## src/spi_rhc_pkg.sv

```systemverilog
// Types, constants and CRC function shared by the SPI response header checker
package spi_rhc_pkg;

  localparam int unsigned PosW = 11;
  localparam int unsigned WinW = 10;

  localparam logic [PosW-1:0] SKIP_BYTES = 11'd6;
  localparam logic [WinW-1:0] SCAN_RESET = 10'd400;
  localparam logic [7:0]      READ_ACK   = 8'h82;
  localparam logic [7:0]      WRITE_ACK  = 8'h81;
  localparam logic [7:0]      CRC_POLY   = 8'h8c;

  typedef enum logic [2:0] {
    PH_IDLE,
    PH_SKIP,
    PH_SCAN,
    PH_HEADER,
    PH_PAYLOAD
  } phase_t;

  typedef enum logic [2:0] {
    ST_OK,
    ST_NO_MARKER,
    ST_ADDR_MISMATCH,
    ST_COUNT_MISMATCH,
    ST_CRC_ERROR
  } status_t;

  typedef enum logic [2:0] {
    HDR_NONE,
    HDR_ADDR_LO,
    HDR_ADDR_HI,
    HDR_COUNT_LO,
    HDR_COUNT_HI,
    HDR_CRC
  } hdr_idx_t;

  typedef struct packed {
    logic [7:0]  rx_byte;
    logic        start_of_frame;
    logic        req_type;
    logic [15:0] expected_address;
    logic [15:0] expected_count;
  } in_item_t;

  typedef struct packed {
    logic       has_data;
    logic [7:0] data_byte;
    status_t    status;
    logic       last;
  } out_item_t;

  // handshake between the core and the output register
  typedef struct packed {
    logic push;
    logic free;
  } res_ctl_t;

  function automatic logic [7:0] crc8_step(input logic [7:0] crc, input logic [7:0] data);
    logic [7:0] c;
    logic [7:0] d;
    logic       fb;
    c = crc;
    d = data;
    for (int k = 0; k < 8; k++) begin
      fb = c[0] ^ d[0];
      d  = d >> 1;
      c  = c >> 1;
      if (fb) begin
        c = c ^ CRC_POLY;
      end
    end
    return c;
  endfunction

endpackage

```

## src/spi_rhc_core.sv

```systemverilog
// Frame tracker: skip, marker scan, header compare with CRC-8, payload count
module spi_rhc_core (
  input  logic                     clk,
  input  logic                     rst_n,
  input  logic                     cfg_wr_en,
  input  logic [9:0]               cfg_wr_data,
  input  logic                     st_valid,
  input  spi_rhc_pkg::in_item_t    st_item,
  input  spi_rhc_pkg::res_ctl_t    res_ctl_in,
  output logic                     advance,
  output logic                     push,
  output spi_rhc_pkg::out_item_t   res_item
);
  import spi_rhc_pkg::*;

  logic [WinW-1:0] scan_window_r;
  phase_t          phase_r,  phase_nxt;
  logic [PosW-1:0] pos_r,    pos_nxt;
  hdr_idx_t        hidx_r,   hidx_nxt;
  logic            dir_r,    dir_nxt;
  logic [15:0]     addr_r,   addr_nxt;
  logic [15:0]     cnt_r,    cnt_nxt;
  logic [7:0]      crc_r,    crc_nxt;
  status_t         mis_r,    mis_nxt;
  logic [15:0]     rem_r,    rem_nxt;
  logic            res_valid;

  always_comb begin
    logic [7:0]      b;
    logic [7:0]      marker;
    logic [7:0]      expect_b;
    logic [WinW-1:0] win;
    status_t         st;
    b         = st_item.rx_byte;
    phase_nxt = phase_r;
    pos_nxt   = pos_r;
    hidx_nxt  = hidx_r;
    dir_nxt   = dir_r;
    addr_nxt  = addr_r;
    cnt_nxt   = cnt_r;
    crc_nxt   = crc_r;
    mis_nxt   = mis_r;
    rem_nxt   = rem_r;
    res_valid = 1'b0;
    res_item  = '{has_data: 1'b0, data_byte: 8'h00, status: ST_OK, last: 1'b0};
    if (st_item.start_of_frame) begin
      dir_nxt   = st_item.req_type;
      addr_nxt  = st_item.expected_address;
      cnt_nxt   = st_item.expected_count;
      phase_nxt = PH_SKIP;
      pos_nxt   = '0;
      hidx_nxt  = HDR_NONE;
      crc_nxt   = 8'h00;
      mis_nxt   = ST_OK;
      rem_nxt   = 16'h0000;
    end
    marker   = dir_nxt ? WRITE_ACK : READ_ACK;
    win      = (scan_window_r == '0) ? WinW'(1) : scan_window_r;
    expect_b = 8'h00;
    st       = mis_nxt;
    case (phase_nxt)
      PH_SKIP: begin
        pos_nxt = pos_nxt + PosW'(1);
        if (pos_nxt >= SKIP_BYTES) begin
          phase_nxt = PH_SCAN;
          pos_nxt   = '0;
        end
      end
      PH_SCAN: begin
        if (b == marker) begin
          crc_nxt   = crc8_step(8'h00, b);
          hidx_nxt  = HDR_ADDR_LO;
          mis_nxt   = ST_OK;
          phase_nxt = PH_HEADER;
        end else begin
          pos_nxt = pos_nxt + PosW'(1);
          if (pos_nxt >= {1'b0, win}) begin
            phase_nxt = PH_IDLE;
            res_valid = 1'b1;
            res_item.status = ST_NO_MARKER;
            res_item.last   = 1'b1;
          end
        end
      end
      PH_HEADER: begin
        if (hidx_nxt != HDR_CRC) begin
          case (hidx_nxt)
            HDR_ADDR_LO:  expect_b = addr_nxt[7:0];
            HDR_ADDR_HI:  expect_b = addr_nxt[15:8];
            HDR_COUNT_LO: expect_b = cnt_nxt[7:0];
            default:      expect_b = cnt_nxt[15:8];
          endcase
          if (b != expect_b && mis_nxt == ST_OK) begin
            mis_nxt = (hidx_nxt == HDR_ADDR_LO || hidx_nxt == HDR_ADDR_HI) ?
                      ST_ADDR_MISMATCH : ST_COUNT_MISMATCH;
          end
          crc_nxt  = crc8_step(crc_nxt, b);
          hidx_nxt = hdr_idx_t'(hidx_nxt + 3'd1);
        end else begin
          hidx_nxt = HDR_NONE;
          if (st == ST_OK && b != crc_nxt) begin
            st = ST_CRC_ERROR;
          end
          if (st != ST_OK || dir_nxt || cnt_nxt == 16'h0000) begin
            phase_nxt = PH_IDLE;
            res_valid = 1'b1;
            res_item.status = st;
            res_item.last   = 1'b1;
          end else begin
            rem_nxt   = cnt_nxt;
            phase_nxt = PH_PAYLOAD;
          end
        end
      end
      PH_PAYLOAD: begin
        rem_nxt            = rem_nxt - 16'd1;
        res_valid          = 1'b1;
        res_item.has_data  = 1'b1;
        res_item.data_byte = b;
        if (rem_nxt == 16'h0000) begin
          phase_nxt     = PH_IDLE;
          res_item.last = 1'b1;
        end
      end
      default: begin
        phase_nxt = PH_IDLE;
      end
    endcase
  end

  assign advance = st_valid && (!res_valid || res_ctl_in.free);
  assign push    = advance && res_valid;

  always_ff @(posedge clk) begin
    if (!rst_n) begin
      scan_window_r <= SCAN_RESET;
    end else if (cfg_wr_en) begin
      scan_window_r <= cfg_wr_data;
    end
  end

  always_ff @(posedge clk) begin
    if (!rst_n) begin
      phase_r <= PH_IDLE;
      pos_r   <= '0;
      hidx_r  <= HDR_NONE;
      dir_r   <= 1'b0;
      addr_r  <= 16'h0000;
      cnt_r   <= 16'h0000;
      crc_r   <= 8'h00;
      mis_r   <= ST_OK;
      rem_r   <= 16'h0000;
    end else if (advance) begin
      phase_r <= phase_nxt;
      pos_r   <= pos_nxt;
      hidx_r  <= hidx_nxt;
      dir_r   <= dir_nxt;
      addr_r  <= addr_nxt;
      cnt_r   <= cnt_nxt;
      crc_r   <= crc_nxt;
      mis_r   <= mis_nxt;
      rem_r   <= rem_nxt;
    end
  end

endmodule

```

## config.mk

```make
export PLATFORM = sky130hd
export DESIGN_NAME = spi_rhc_core
export DESIGN_NICKNAME = d
export VERILOG_FILES = /design/src/spi_rhc_pkg.sv /design/src/spi_rhc_core.sv
export SDC_FILE = /design/constraint.sdc
export NUM_CORES = 1
export LEC_CHECK = 0
export ABC_AREA = 1
export BUFFER_PORTS_ARGS = -buffer_cell sky130_fd_sc_hd__buf_2
export CAP_MARGIN = 40
export CORE_MARGIN = 2
export CORE_UTILIZATION = 61
export CTS_BUF_LIST = sky130_fd_sc_hd__clkbuf_4 sky130_fd_sc_hd__clkbuf_8
export CTS_CLUSTER_SIZE = 30
export DETAILED_ROUTE_END_ITERATION = 8
export PLACE_DENSITY = 0.8
export SLEW_MARGIN = 20
export SYNTH_ARGS = -nofsm -noshare
export SYNTH_HDL_FRONTEND = slang
export SYNTH_SLANG_ARGS = --single-unit
```

## constraint.sdc

```tcl
create_clock -name clk -period 5.9 [get_ports clk]
set_input_delay 1.18 -clock clk [delete_from_list [all_inputs] [get_ports clk]]
set_output_delay 1.18 -clock clk [all_outputs]
set_load 0.005 [all_outputs]
```

# After elaboration in Yosys (flattened, before gate mapping)
# Cells that the tools add are included.
# classes
add_sub_neg	3
magnitude_cmp	2
n_eq_ne	11
mux	98
bitwise_logic	30
n_reduce_logical	14
# ops
operator	count
8-bit two-way mux	49
16-bit two-way mux	5
3-bit two-way mux	17
2-bit NOT with 3-bit output	15
11-bit two-way mux	3
16-bit logical NOT	2
16-bit one-hot mux with 2 select lines	1
8-bit one-hot mux with 3 select lines	1
11-bit one-hot mux with 2 select lines	1
3-bit one-hot mux with 2 select lines	3
8-bit != test	2
8-bit one-hot mux with 2 select lines	1
16-bit by 1-bit subtractor with 16-bit output (second input constant)	1
1-bit bitwise XOR	15
3-bit by 2-bit == test with 1-bit output (second input constant)	4
3-bit one-hot mux with 4 select lines	1
11-bit by 1-bit adder with 11-bit output (second input constant)	1
11-bit by 10-bit >= comparator with 1-bit output	1
11-bit by 3-bit >= comparator with 1-bit output (second input constant)	1
10-bit logical NOT	1
10-bit two-way mux	1
9-bit two-way mux	1
8-bit == test	1
4-bit two-way mux	2
other kinds (12)	28
# word_totals
ff_bits	87
input_bits	58
out_inout_bits	15

# Longest topological paths before layout
# Gate-level depths: netlist (run 1).
# logic_depth
word_depth	33
depth_mapped	25
mapped_depth_nobuf	22

# Worst setup path after synthesis (run 1)
# Ideal clock, no wire load.
# synth_path
path_kind	input to output
from	in st_item[33] (netlist name)
to	out push
arrival_time_ns	4.254
required_ns	4.720
setup_slack_ns	0.466
path_stages	23
path_buffers	4
path_cell_list	buf_6 > buf_6 > buf_6 > nor2_1 > ha_1 > nand4_2 > nor2_1 > nand3_1 > xnor2_1 > inv_1 > ha_1 > nand2_1 > inv_1 > a221oi_1 > nand3_1 > nor2_1 > nand2_1 > nand2_1 > nand2_2 > a21oi_4 > buf_2 > nand2_1 > inv_1
# synth_between
elab_chain_cells	16
# synth_rtl
element	line_no	rtl
start: declaration	spi_rhc_core.sv:8	input spi_rhc_pkg::in_item_t st_item,
parallel branches: the longest is 11 deep, another holds 11-bit by 1-bit adder with 11-bit output	--	
1-bit one-hot mux with 3 select lines (*)	spi_rhc_core.sv:61	case (phase_nxt)
1-bit logical NOT (*)	spi_rhc_core.sv:131	assign advance = st_valid && (!res_valid || res_ctl_in.free);
1-bit logical OR (*)	spi_rhc_core.sv:131	
1-bit logical AND (*)	spi_rhc_core.sv:131	
named net advance	spi_rhc_core.sv:10	output logic advance,
1-bit logical AND (*)	spi_rhc_core.sv:132	assign push = advance && res_valid;
end: declaration	spi_rhc_core.sv:11	output logic push,
# Mark *: on every way through the listed nets, which the timed path passes. The select of a mux whose other input is x is not followed.

# Final worst setup path (run 1)
# layout_path
from	in st_item[33] (netlist name)
to	out push
# layout_between
elab_chain_cells	16
# layout_rtl
element	line_no
parallel branches: the longest is 11 deep, another holds 11-bit by 1-bit adder with 11-bit output	--
1-bit one-hot mux with 3 select lines (*)	spi_rhc_core.sv:61
1-bit logical NOT	spi_rhc_core.sv:131
1-bit logical OR	spi_rhc_core.sv:131
1-bit logical AND	spi_rhc_core.sv:131
1-bit logical AND (*)	spi_rhc_core.sv:132
# Mark *: on every way between the ends. The select of a mux whose other input is x is not followed.

==> flow_summary.ini, run 1 <==
[floorplanning]
dieArea_um2 = 11330
floorplan.io_pins = 73
start_util_pct = 62.31
die_w_um = 106.5
std_cell_rows = 37
fp.dieH_um = 106.5
coreArea_um2 = 10280

[timing]
finalHoldViolCount = 0
finalSetupViolations = 0
worst-slew-pin-transition_ns = 0.8120
holdWs_ns = 0.4541
max_freq_ghz = 0.1894
slew_viol_final = 0
rsz0062_at_grt = false
slew-limit-headroom_pct = 45.81
timing.final.crit_share_pct = 89.47
timing.setup.tns_ns = 0
fin_crit_ns = 5.279
fin_skew_ns = 0.008675

[yosys]
synthTopCellsByArea = dfxtp_1 (27%), nand2_1 (15%), nor2_1 (8.4%)
post-synth-top-area-cell = dfxtp_1
synth-main-ff-cell = dfxtp_1
synth-edff-count = 0
syn_area_um2 = 6404
seq_area_frac_synth_pct = 27.20
synth_top_area_share_pct = 27.20
synthCells = 1068
synth_seq_cells = 87
synth_cell_types = 42
synthesis.nets = 1139
yosys_warnings = 0
async_flop_share_pct = 0
syn_area_per_cell_um2 = 5.996

[place]
placed_cell_area_um2 = 6746
placement.io_buffers = 71
place_congestion = 0.8973
dp_cells = 1236
dp_hpwl_mm = 11.95

[routing]
firstDrtPassIters = 6
ant_nets = 0
routed_via_density = 5.440
wl_mm = 16.98
vias = 6811
drt_iter0_drc = 470
wl_per_cell_um = 13.56
drc_errors = 0

[job]
maxCapViolations = 0

[global_route]
grt_pass1_wl_mm = 28.10
grt-ovfl-total = 0
antenna_found_initial = 0
grt_max_degree = 74
grt_pass1_vias = 5950
track_usage_pct = 30.54

[pwr]
internal_power_mw = 0.9697
max-vdd-ir-drop_uv = 108.3
comb_power_share_pct = 20.8
clock_power_share_pct = 34.1
power_switching_mw = 0.4283
power_density_nw_per_um2 = 200.1
p_sw_share_pct = 30.64
p_leak_nw = 3.377
p_seq_share_pct = 45.1

[cts]
post_cts_buffers = 0
clock_latency_ns = 0.38
cts_root_buf = clkbuf_8
hold_buffers = 0
htree_levels = 3
cts_tree = done
clk_path_buf_depth = 2
cts_resized = 0
path_clk_slew_ns = 0.09
cts_buffers = 9
cts_sinks = 87

[setup_path]
regToRegSetupSlack_ns = 1.62
cp.required_ns = 4.72
r2r-start = pos_r[1]$_SDFFE_PN0P_
path_max_fanout = 9
start_kind = input pin
crit_path_start = st_item[33]
critical_path_buf_inv_count = 5
worstSetupEndpointType = output port
worst_ep_arrival_time_ns = 4.10
crit_chain = buf_2 -> nor2_1 -> ha_1 -> nand4_2 -> nor2_1 -> nand3_1 -> xnor2_1 -> inv_1 -> ha_1 -> nand2_1 -> inv_1 -> a221oi_1 -> nand3_1 -> nor2_1 -> nand2_1 -> nand2_1 -> nand2_2 -> a21oi_4 -> nand2_1 -> inv_1 -> buf_2
cp_top_family = simple AND/OR/NAND/NOR gates
crit_top_cell = nand2_1
cp_slowest_cell = ha_1
crit_type = in -> out
slowest_delay_ns = 0.29

[layout]
syn_to_final_growth_pct = 9.105
design_area_um2 = 6987
nNetsFinal = 1183
fin_cells = 1252
layout-drive-gt1-share_pct = 11.38
antenna_cells = 0

[run_status]
outcome = completed

[worst_hold_path]
hold_path_class = reg -> reg
min_from = cnt_r[2]$_SDFFE_PN0P_
==> path summary, 6_finish.rpt <==
path / end / cells past startpoint
worst max-delay path: push / 21
worst min-delay path: cnt_r[2]$_SDFFE_PN0P_ / 2
worst max register to register: pos_r[3]$_SDFFE_PN0P_ / 22
worst min register to register: cnt_r[2]$_SDFFE_PN0P_ / 2
==> through the flow <==
stage / worst slack [ns] / total power, mW / utilization [%]
after CTS: 0.6038 / 1.391 / 67.74
after global routing: 0.2295 / 1.466 / 67.98
after global placement: 0.6383 / 0.9226 / 65.64
after detailed placement: 0.6320 / 0.9269 / 65.64
final: 0.6211 / 1.398 / 67.98
after floorplan: 0.4655 / 0.8594 / -
==> registers in the layout, indices dropped and copies added (netlist names) <==
| signal | flops |
|---|---|
| scan_window_r | 10 |
| pos_r | 11 |
| mis_r | 3 |
| dir_r | 1 |
| cnt_r | 16 |
| rem_r | 16 |
| phase_r | 3 |
| addr_r | 16 |
| crc_r | 8 |
| hidx_r | 3 |
==> power groups by stage <==
stage               registers (mW)  clock network (mW)  logic [mW]
floorplan                    0.641                   0       0.218
global placement             0.643                   0       0.279
detailed placement           0.644                   0       0.283
CTS                          0.630               0.477       0.284
global route                 0.634               0.503       0.329
finish                       0.631               0.477       0.290
==> kinds of logic after synthesis <==
logic type | synth area share [%]
AOI/OAI and AO/OA | 19.01
xor gates and xnor gates | 5.412
adders and majority gates | 2.540
buffers and inverters | 12.31
DFF | 27.20
muxes | 0.1563
and+or+nand+nor | 33.37
==> synth_stat cells (2+ instances only) <==
| cell type | count |
|---|---|
| a31oi_1 | 4 |
| nand4_1 | 15 |
| nand3_1 | 68 |
| nand2_2 | 3 |
| ha_1 | 13 |
| nor2_1 | 144 |
| o21ai_1 | 23 |
| nand3b_1 | 2 |
| or2_2 | 6 |
| buf_2 | 16 |
| o211ai_1 | 9 |
| xor2_1 | 24 |
| xnor2_1 | 10 |
| xor2_2 | 3 |
| nor3_1 | 5 |
| buf_6 | 6 |
| o21ai_0 | 90 |
| clkbuf_1 | 22 |
| buf_1 | 2 |
| inv_1 | 133 |
| inv_2 | 4 |
| clkinv_1 | 2 |
| nand2_1 | 256 |
| buf_4 | 3 |
| o22ai_1 | 11 |
| nor2_4 | 2 |
| a21oi_1 | 85 |
| nor3_2 | 2 |
| dfxtp_1 | 87 |
| or2_1 | 2 |
| nor2_2 | 5 |
==> tightest hold or removal path: cells and delay by family, from the launching register on <==
family                 cells  cell delay, ns
buffers and inverters      1            0.06
DFF                        1            0.31
AOI/OAI and AO/OA          1            0.05
==> cells in the final DEF (no fill, tap or decap), drive strengths merged, types with 2 or more instances in the layout <==
master  synthesis  layout
a21oi          86      86
buf            27      81
ha             13      13
o211ai          9       9
o21ai         113     113
xor2           27      27
nand4          16      16
or2             8       8
clkbuf         22      12
clkinv          2       4
nand3b          2       2
nand2         259     259
nor3            7       7
a31oi           4       4
bufinv          0       2
nor2          151     151
nand3          68      68
xnor2          10      10
o22ai          11      11
inv           138     138
dfxtp          87      87
==> per-layer routing <==
layer	up-vias	track usage [%]	part of all wire, %
met3	24	4.353	7.3
met1	3032	43.31	47
li1	3515	-	-
met2	240	48.21	45
met4	0	9.091	1.5
met5	-	0	0
==> final cells by class <==
type                       instances  area (um2)
multi-input combinational        792        3876
clock buffer                      11       145.1
inverter                         140       528.0
timing repair buffer              82       455.4
clock inverter                     4       70.07
tap                              136       170.2
sequential                        87        1742
fill                            1011        3291
Power figures use the tool's default switching activity.
==> run 2, diff against run 1 <==
REMOVE_ABC_BUFFERS = 1   (was not set)
==> run 2 against run 1 <==
Net effect: routed wire length down 1.5%; combinational power about the same; core utilization about the same; highest routed layer unchanged.
==> flow_summary.ini, run 2 (synthesis gave the netlist of run 1 again) <==
[cts]
cts_sinks = 87
cts_buffers = 9
cts_root_buf = clkbuf_8
path_clk_slew_ns = 0.08
htree_levels = 3
hold_buffers = 0
cts_resized = 0
clk_path_buf_depth = 2
cts_tree = done
clock_latency_ns = 0.38

[routing]
vias = 6713
ant_nets = 0
wl_mm = 16.72
routed_via_density = 5.340
drc_errors = 0
firstDrtPassIters = 6
wl_per_cell_um = 13.30
drt_iter0_drc = 484

[timing]
fin_skew_ns = 0.008616
max_freq_ghz = 0.1842
timing.final.crit_share_pct = 92.01
timing.setup.tns_ns = 0
fin_crit_ns = 5.429
finalSetupViolations = 0
slew_viol_final = 0
worst-slew-pin-transition_ns = 0.7743
finalHoldViolCount = 0
rsz0062_at_grt = false
slew-limit-headroom_pct = 48.06

[place]
dp_hpwl_mm = 12.05
place_congestion = 0.9273
placement.io_buffers = 71

[setup_path]
crit_type = in -> out
r2r-start = pos_r[1]$_SDFFE_PN0P_
worstSetupEndpointType = output port
crit_chain = buf_2 -> nor2_1 -> ha_1 -> nand4_2 -> nor2_1 -> nand3_1 -> xnor2_1 -> inv_1 -> ha_1 -> nand2_1 -> inv_1 -> a221oi_1 -> nand3_1 -> nor2_1 -> nand2_1 -> nand2_1 -> nand2_2 -> a21oi_4 -> buf_12 -> buf_2
crit_path_start = st_item[33]
slowest_delay_ns = 0.30
cp.required_ns = 4.72
path_max_fanout = 10
start_kind = input pin
cp_slowest_cell = ha_1
regToRegSetupSlack_ns = 1.37
worst_ep_arrival_time_ns = 4.25

[layout]
layout-drive-gt1-share_pct = 11.78
fillers = 1023
multi_input_area_um2 = 3876
register_area_um2 = 1742
syn_to_final_growth_pct = 9.164
final_common_cell = nand2_1
top_regs = addr_r (16), cnt_r (16), rem_r (16)
mostFrequentLayoutCells = nand2_1 (255), nor2_1 (144), inv_1 (133), o21ai_0 (90), dfxtp_1 (87)
antenna_cells = 0
nNetsFinal = 1188

[run_status]
outcome = completed

[global_route]
track_usage_pct = 30.53
grt_max_degree = 68
grt-ovfl-total = 0
antenna_found_initial = 0
grt_pass1_wl_mm = 27.99
grt_pass1_vias = 6121

[floorplanning]
fp.dieH_um = 106.5
std_cell_rows = 37
die_w_um = 106.5
coreArea_um2 = 10280
floorplan.io_pins = 73
dieArea_um2 = 11330
start_util_pct = 62.31

[pwr]
p_sw_share_pct = 31.56
p_leak_nw = 3.381
power_density_nw_per_um2 = 192.7
total_power_mw = 1.347
internal_power_mw = 0.9221
power_switching_mw = 0.4252
max-vdd-ir-drop_uv = 128.0
clock_power_share_pct = 31.6
comb_power_share_pct = 21.6
p_seq_share_pct = 46.8

[job]
maxCapViolations = 0

[worst_hold_path]
hold_path_class = reg -> reg
min_from = cnt_r[2]$_SDFFE_PN0P_
-- run 2: changes by cell type in the layout (fill, tap and decap cells not counted), sizes merged --
| cell | previous run | this run |
|---|---|---|
| bufinv | 2 | 1 |
| buf | 81 | 87 |
| clkbuf | 12 | 11 |
| clkinvlp | 0 | 1 |
-- run 2: power by group through the flow --
stage | clock network [mW] | registers, mW | logic [mW]
after floorplan | 0 | 0.641 | 0.195
after global placement | 0 | 0.643 | 0.281
after detailed placement | 0 | 0.644 | 0.285
after CTS | 0.430 | 0.630 | 0.287
after global routing | 0.455 | 0.634 | 0.331
final | 0.426 | 0.630 | 0.291
-- run 2: worst max-delay path, delay by kind of cell --
family                   cells  cell delay (ns)
AND/OR/NAND/NOR             10             1.37
adder cells (fa/ha/maj)      2             0.52
XOR/XNOR                     1             0.20
buffers and inverters        5             0.57
AO/OA/AOI/OAI                2             0.42
-- run 2: through the flow --
step / setup WS [ns] / utilization (%) / instance area [um2] / hold slack [ns] / cells
2_1_floorplan: 0.2529 / - / 6143 / 0.4238 / 1019
4_1_cts: 0.3456 / 67.82 / 6970 / 0.4540 / 1256
5_1_grt: 0.09015 / 68.02 / 6990 / 0.4824 / 1257
3_5_place_dp: 0.3569 / 66.01 / 6784 / 0.4405 / 1241
3_3_place_gp: 0.3858 / 66.01 / 6784 / 0.4343 / 1241
6_report: 0.4713 / 68.02 / 6990 / 0.4530 / 1257
-- run 2: repair_timing --
item | CTS | global route
setup endpoints to repair | 0 | 1
setup buffers | 0 | 1
hold endpoints to repair | 0 | 0
-- run 2: area by class of cell --
cell class / instances / share of cell area [%]
multi-input combinational: 792 / 55.45
clock buffer: 11 / 1.987
clock inverter: 4 / 0.6802
tap: 136 / 2.434
inverter: 140 / 7.553
timing repair buffer: 87 / 6.980
sequential: 87 / 24.91
-- run 2: worst paths after layout --
kind                            to  cells after the start
max                        advance                     20
min          cnt_r[2]$_SDFFE_PN0P_                      2
max reg2reg  pos_r[3]$_SDFFE_PN0P_                     23
min reg2reg  cnt_r[2]$_SDFFE_PN0P_                      2
-- run 2: layer usage --
layer	part of all wire (%)	GRT usage (%)	wire length, um	vias to the layer above
met3	6.2	5.518	1035	35
met2	47	51.74	7803	199
li1	-	-	-	3520
met1	45	38.78	7502	2959
met5	0	0	0	-
met4	2.3	11.32	379	0
